--- src/hw/rtl/lscf_pkg.sv ---
// ----------------------------------------------------------------------------
// lscf_pkg
// types shared by the curvature flux pipeline and its divider steps
// ----------------------------------------------------------------------------
package lscf_pkg;

	localparam int QBITS = 33;   // quotient bits resolved by the divider
	localparam int DEN_W = 34;   // squared gradient width

	typedef enum logic [1:0] {
		CASE_DIV  = 2'd0,
		CASE_ZERO = 2'd1,
		CASE_MEAN = 2'd2
	} flux_case_t;

	typedef struct packed {
		logic              in_band;
		flux_case_t        fcase;
		logic              neg;
		logic              ovf;
		logic signed [19:0] mean_sum;
		logic [19:0]       idx;
	} side_t;

	typedef struct packed {
		logic             valid;
		side_t            side;
		logic [DEN_W-1:0] den;
		logic [DEN_W-1:0] rem;
		logic [QBITS-1:0] low;
		logic [QBITS-1:0] quo;
	} div_t;

endpackage

--- src/hw/rtl/lscf_div_step.sv ---
// ----------------------------------------------------------------------------
// lscf_div_step
// one restoring division step: resolves one quotient bit per stage
// ----------------------------------------------------------------------------
module lscf_div_step
	import lscf_pkg::*;
(
	input  logic clk,
	input  logic arst_n,
	input  logic en,
	input  div_t d_in,
	output div_t d_out
);

	logic [DEN_W:0]   trial;
	logic             ge;
	logic [DEN_W:0]   diff;
	div_t             nxt;

	always_comb begin
		trial = {d_in.rem, d_in.low[QBITS-1]};
		ge    = trial >= {1'b0, d_in.den};
		diff  = trial - {1'b0, d_in.den};
		nxt       = d_in;
		nxt.rem   = ge ? diff[DEN_W-1:0] : trial[DEN_W-1:0];
		nxt.low   = {d_in.low[QBITS-2:0], 1'b0};
		nxt.quo   = {d_in.quo[QBITS-2:0], ge};
	end

	always_ff @(posedge clk or negedge arst_n) begin
		if (!arst_n) begin
			d_out <= '0;
		end else if (en) begin
			d_out <= nxt;
		end
	end

endmodule

--- config.mk ---
export PLATFORM = sky130hd
export DESIGN_NAME = lscf_div_step
export DESIGN_NICKNAME = d
export VERILOG_FILES = /design/src/hw/rtl/lscf_pkg.sv /design/src/hw/rtl/lscf_div_step.sv
export SDC_FILE = /design/constraint.sdc
export NUM_CORES = 1
export LEC_CHECK = 0
export ABC_AREA = 1
export BUFFER_PORTS_ARGS = -buffer_cell sky130_fd_sc_hd__buf_4
export CORE_ASPECT_RATIO = 1.25
export CORE_MARGIN = 2
export CORE_UTILIZATION = 50
export CTS_CLUSTER_DIAMETER = 40
export DETAILED_ROUTE_END_ITERATION = 16
export PLACE_DENSITY = 0.91
export SYNTH_ARGS = -nofsm -noshare
export SYNTH_HDL_FRONTEND = slang
export SYNTH_SLANG_ARGS = --single-unit
--- constraint.sdc ---
create_clock -name clk -period 0.8 [get_ports clk]
set_input_delay 0.16 -clock clk [delete_from_list [all_inputs] [get_ports clk]]
set_output_delay 0.16 -clock clk [all_outputs]
set_load 0.005 [all_outputs]
==> run metrics, run 1 <==
Synth Area in Simple Gates a little under two fifths; Die W approximately 130 µm; adder-cell area share of the yosys netlist 4.49%; Synth area leaders dfrtp_1 (45%), nand2_1 (27%), inv_1 (5.6%); Seq cells post-synth 179; XOR/XNOR share of the synthesized area 1.50%; CTS Root Cell clkbuf_16; chip height 161 µm; DP Wirelength just under 30,000 µm; GR Overflow Total around 2,200; Cell Rows 57; global placer's final weighted congestion a little over 1; EDFF count, synth 0; post-GRT worst EP d_out[98]$_DFFE_PN0P_/D; post-synth design cell area 0.00991 mm²; Tot GR Track Use 104%; Yosys cell types 36; largest net degree at the start of global routing 49; Error [ERROR GRT-0232] Routing congestion too high. Check the congestion heatmap in the GUI.; starting density of the core 50.9%; stage reached global routing; I/O pins 363; clock sinks 179; post-synth top area cell dfrtp_1; largest family of logic cells by synthesized area simple AND/OR/NAND/NOR gates; warnings from Yosys 0; mux contribution to synthesized area 0%; Post-Syn Nets ~1,600; Avg Inst Size Synth 7.16 µm²; post-synthesis compound-gate area fraction 3.70%; sequential area share after synthesis 45.2%; count leader, synth nand2_1; ys async rst share 100%; WEP type register data pin; top cell type's share of synthesized area 45.2%; CTS H-Tree Depth 4; Most used DFF post-synth dfrtp_1; Commonest cells post-synth nand2_1 (710), dfrtp_1 (179), inv_1 (147); status stopped before the end; Port Buffers 360; cell count after synthesis between 1,000 and 1,500; Num CTS Buffers 17; clk buf depth 2
==> stage by stage <==
stage          setup WS (ns)  cells  setup TNS [ns]  cell area, µm²
2_1_floorplan         -0.852   1384          -28.98           10500
3_3_place_gp           -1.27   2096          -53.00           14500
3_5_place_dp           -1.27   2096          -56.03           14500
4_1_cts               -0.643   2306          -78.51           17800
==> cell families after synthesis <==
group                    count (synthesis)
AND/OR/NAND/NOR                        883
buffers and inverters                  202
adder cells (fa/ha/maj)                 35
XOR/XNOR                                17
AO/OA/AOI/OAI                           67
flip-flops                             179
other                                    1
==> routing by layer <==
metal / GRT overflow / global-route usage [%]
met1: 15 / 89.3
met2: 1643 / 138
met3: 10 / 73.8
met4: 506 / 121
met5: 2 / 44.6
==> what timing repair did <==
item	in CTS
pin swaps	69
resized for setup	309
endpoints found under the hold margin	290
hold buffers	112
setup buffers	67
endpoints found under the setup margin	214
==> run 2: changes to the inputs <==
--- a/config.mk
+++ b/config.mk
@@ -7,12 +7,10 @@
 export LEC_CHECK = 0
 export ABC_AREA = 1
 export BUFFER_PORTS_ARGS = -buffer_cell sky130_fd_sc_hd__buf_4
-export CORE_ASPECT_RATIO = 1.25
 export CORE_MARGIN = 2
-export CORE_UTILIZATION = 50
-export CTS_CLUSTER_DIAMETER = 40
+export CORE_UTILIZATION = 40
 export DETAILED_ROUTE_END_ITERATION = 16
-export PLACE_DENSITY = 0.91
+export PLACE_DENSITY_LB_ADDON = 0.15
 export SYNTH_ARGS = -nofsm -noshare
 export SYNTH_HDL_FRONTEND = slang
 export SYNTH_SLANG_ARGS = --single-unit
==> run 2 against run 1 <==
The flow now finishes, with violations (hold timing, setup timing). Synthesized cell count is the same. Synthesized area is the same.
==> run metrics, run 2 <==
Max-cap violations 0; Final #Nets 2,309; setup violators final 252; Biggest register d_out; Most used DFF post-synth dfrtp_1 (unchanged); vias in the first global route 12,200; post-synthesis compound-gate area fraction 3.70% (unchanged); Seq cells post-synth 179 (unchanged); clk buf depth 2 (unchanged); failing checks hold timing, setup timing; Sequential Power Share 34.8%; mux contribution to synthesized area 0% (unchanged); DR pass1 iterations 6; Peak Freq roughly 650 MHz; clock sinks 179 (unchanged); Pwr Density 1640 mW/mm²; Largest regs d_out x179; antenna violations before repair 9; post-DR vias/cell slightly above 5; Design Area, Final 0.0189 mm²; final worst-path cycle share 191%; I/O pins 363 (unchanged); Int Pwr 20,400 µW; DRT met1 WL 17,500 µm; Routed WL 50,100 µm; die area 0.0261 mm²; Clk pwr share between 20% and 30%; final hold viol count 5; via count roughly 13,000; DR WL met2 23,800 µm; RSZ-0062 raised after global routing yes; first-pass GRT wire length 66,200 µm; largest net degree at the start of global routing about 50; commonest non-fill, non-tap cell in the layout nand2_1; DP Wirelength 26,900 µm (was 29,700 µm); cell count after synthesis 1,384 (unchanged); Synth area leaders dfrtp_1 (45%), nand2_1 (27%), inv_1 (5.6%) (unchanged); count leader, synth nand2_1 (unchanged); Tot GR Track Use 32.5%; switching share of power 34.5%; sequential area share after synthesis 45.2% (unchanged); CTS H-Tree Depth 4 (unchanged); commonest non-fill, non-tap cells in the layout nand2_1 (596), buf_4 (371), buf_6 (214); Cell Rows 57 (unchanged); post-synth design cell area 0.00991 mm² (unchanged); CTS tree built; chip height 161 µm (unchanged); Final ANT Viol Nets 0; largest family of logic cells by synthesized area simple AND/OR/NAND/NOR gates (unchanged); worst-path fanout max 8; EDFF count, synth 0 (unchanged); starting density of the core 40.8% (was 50.9%); min Tclk post-route 1.53 ns; Highest Signal Layer met5; Die W 161 µm (was 130 µm); critical path required time 1.14 ns; Worst IR Drop VDD 1.24 mV; met3 wire length 4960 µm; final setup skew 0 ns; Area Overhead vs Synth 91.1%; GR Overflow Total 0; Core Util, Final between 70% and 80%; crit path capture type flip-flop; layout cells sized above 1 43.7%; global placer's final weighted congestion 0.931 (was 1.01); Core ar. 0.0243 mm²; WL/cell 20.6 µm; warnings from Yosys 0 (unchanged); max-slew violation count 0; HP Class in2reg; XOR/XNOR share of the synthesized area 1.50% (unchanged); Commonest cells post-synth nand2_1 (710), dfrtp_1 (179), inv_1 (147) (unchanged); post-synth top area cell dfrtp_1 (unchanged); Avg Inst Size Synth 7.16 µm² (unchanged); Arrival @ worst endpoint 1.87 ns; ys async rst share 100% (unchanged); setup slack after layout -0.728 ns; Worst-Skew Late Latency between 0.4 and 0.5 ns; Post-DP Area 0.0144 mm² (was 0.0145 mm²); Yosys cell types 36 (unchanged); Residual DRC 0; Gate power share 36.0%; Port Buffers 360 (unchanged); Num CTS Buffers 17 (unchanged); hold slack -0.0185 ns; Synth Area in Simple Gates 36.8% (unchanged); Post-Syn Nets 1,602 (unchanged); status finished, violations left (was stopped before the end); top cell type's share of synthesized area 45.2% (unchanged); Leakage 0.0100 µW; CP startpoint kind input pin; CTS Root Cell clkbuf_16 (unchanged); drt first-iter violations 1,182; max reg flops 179; Clk pin slew, worst setup/hold paths 0.09 ns; net switching power figure roughly 11,000 µW; CP Class in2reg; adder-cell area share of the yosys netlist 4.49% (unchanged)
-- run 2: cell counts after synthesis --
No cell type changed its count.
-- run 2: worst max-delay path, cell delays in order --
cell and delay, ns:
buf_4 0.09, inv_4 0.04, ha_4 0.29, nand2_4 0.06
inv_4 0.06, nand2_2 0.06, nor2_1 0.11, nand2_1 0.10
nand3_4 0.12, nand2_4 0.07, nand2_4 0.09, nand2_8 0.11
buf_12 0.16, nand2_8 0.14, nand2_2 0.07, nand3_2 0.08
nand2_1 0.05
-- run 2: power groups by stage --
stage | sequential, µW | clock (µW) | combinational [µW]
2_1_floorplan | 10700 | 0 | 3360
3_3_place_gp | 10700 | 0 | 7570
3_5_place_dp | 10700 | 0 | 7660
4_1_cts | 10700 | 8990 | 9560
5_1_grt | 10900 | 9500 | 11900
6_report | 10800 | 9080 | 11200
-- run 2: metal layers --
metal,vias up,GRT usage (%)
met1,5873,36.9
met4,6,20.2
met2,767,56.0
met5,-,1.70
li1,5643,-
met3,271,6.70
-- run 2: repair_timing --
item | CTS | global route
endpoints found under the setup margin | 214 | 233
hold endpoints to repair | 294 | 4
hold buffers | 116 | 4
cloned | 5 | 2
setup buffers | 54 | 89
resized for setup | 303 | 146
pin swaps | 66 | 65
-- run 2: cell type report --
| type | instances | area (µm²) |
|---|---|---|
| multi-input cells | 1005 | 5780 |
| flip-flops and latches | 179 | 4480 |
| diodes | 5 | 12.5 |
| clock buffers | 17 | 425 |
| repair buffers | 735 | 7000 |
| fillers | 1530 | 5380 |
| well taps | 324 | 405 |
| inverters | 153 | 644 |
| clock inverters | 15 | 198 |
-- run 2: final timing paths --
| check | from | end | slack [ns] | cells after the start |
|---|---|---|---|---|
| hold reg to reg | d_out[11]$_DFFE_PN0P_ | d_out[11]$_DFFE_PN0P_ | 0.50 | 2 |
| hold / removal | d_in[104] | d_out[104]$_DFFE_PN0P_ | -0.02 | 3 |
| min in group asynchronous | arst_n | d_out[38]$_DFFE_PN0P_ | 0.14 | 2 |
| setup reg to reg | d_out[16]$_DFFE_PN0P_ | d_out[16]$_DFFE_PN0P_ | -0.20 | 3 |
| max in group asynchronous | arst_n | d_out[88]$_DFFE_PN0P_ | 0.15 | 3 |
| setup / recovery | d_in[106] | d_out[74]$_DFFE_PN0P_ | -0.73 | 17 |
-- run 2: kinds of logic after synthesis --
group,count (synthesis)
compound gates,67
xor+xnor,17
fa+ha+maj,35
buf+inv,202
flops,179
other cells,1
simple gates,883
-- run 2: per-stage QoR --
step                std cells  hold slack (ns)  total power (µW)  TNS [ns]  worst slack (ns)
CTS                      2340          0.00133             29300    -80.70            -0.645
floorplan                1384           -0.136             14100    -28.98            -0.852
global route             2432         -0.00182             32300    -93.20            -0.807
detailed placement       2133           0.0255             18400    -54.72             -1.24
global placement         2133           0.0253             18300    -52.60             -1.23
finish                   2433          -0.0185             31100    -86.54            -0.728
Note: power is estimated with default switching activity, not from simulation.
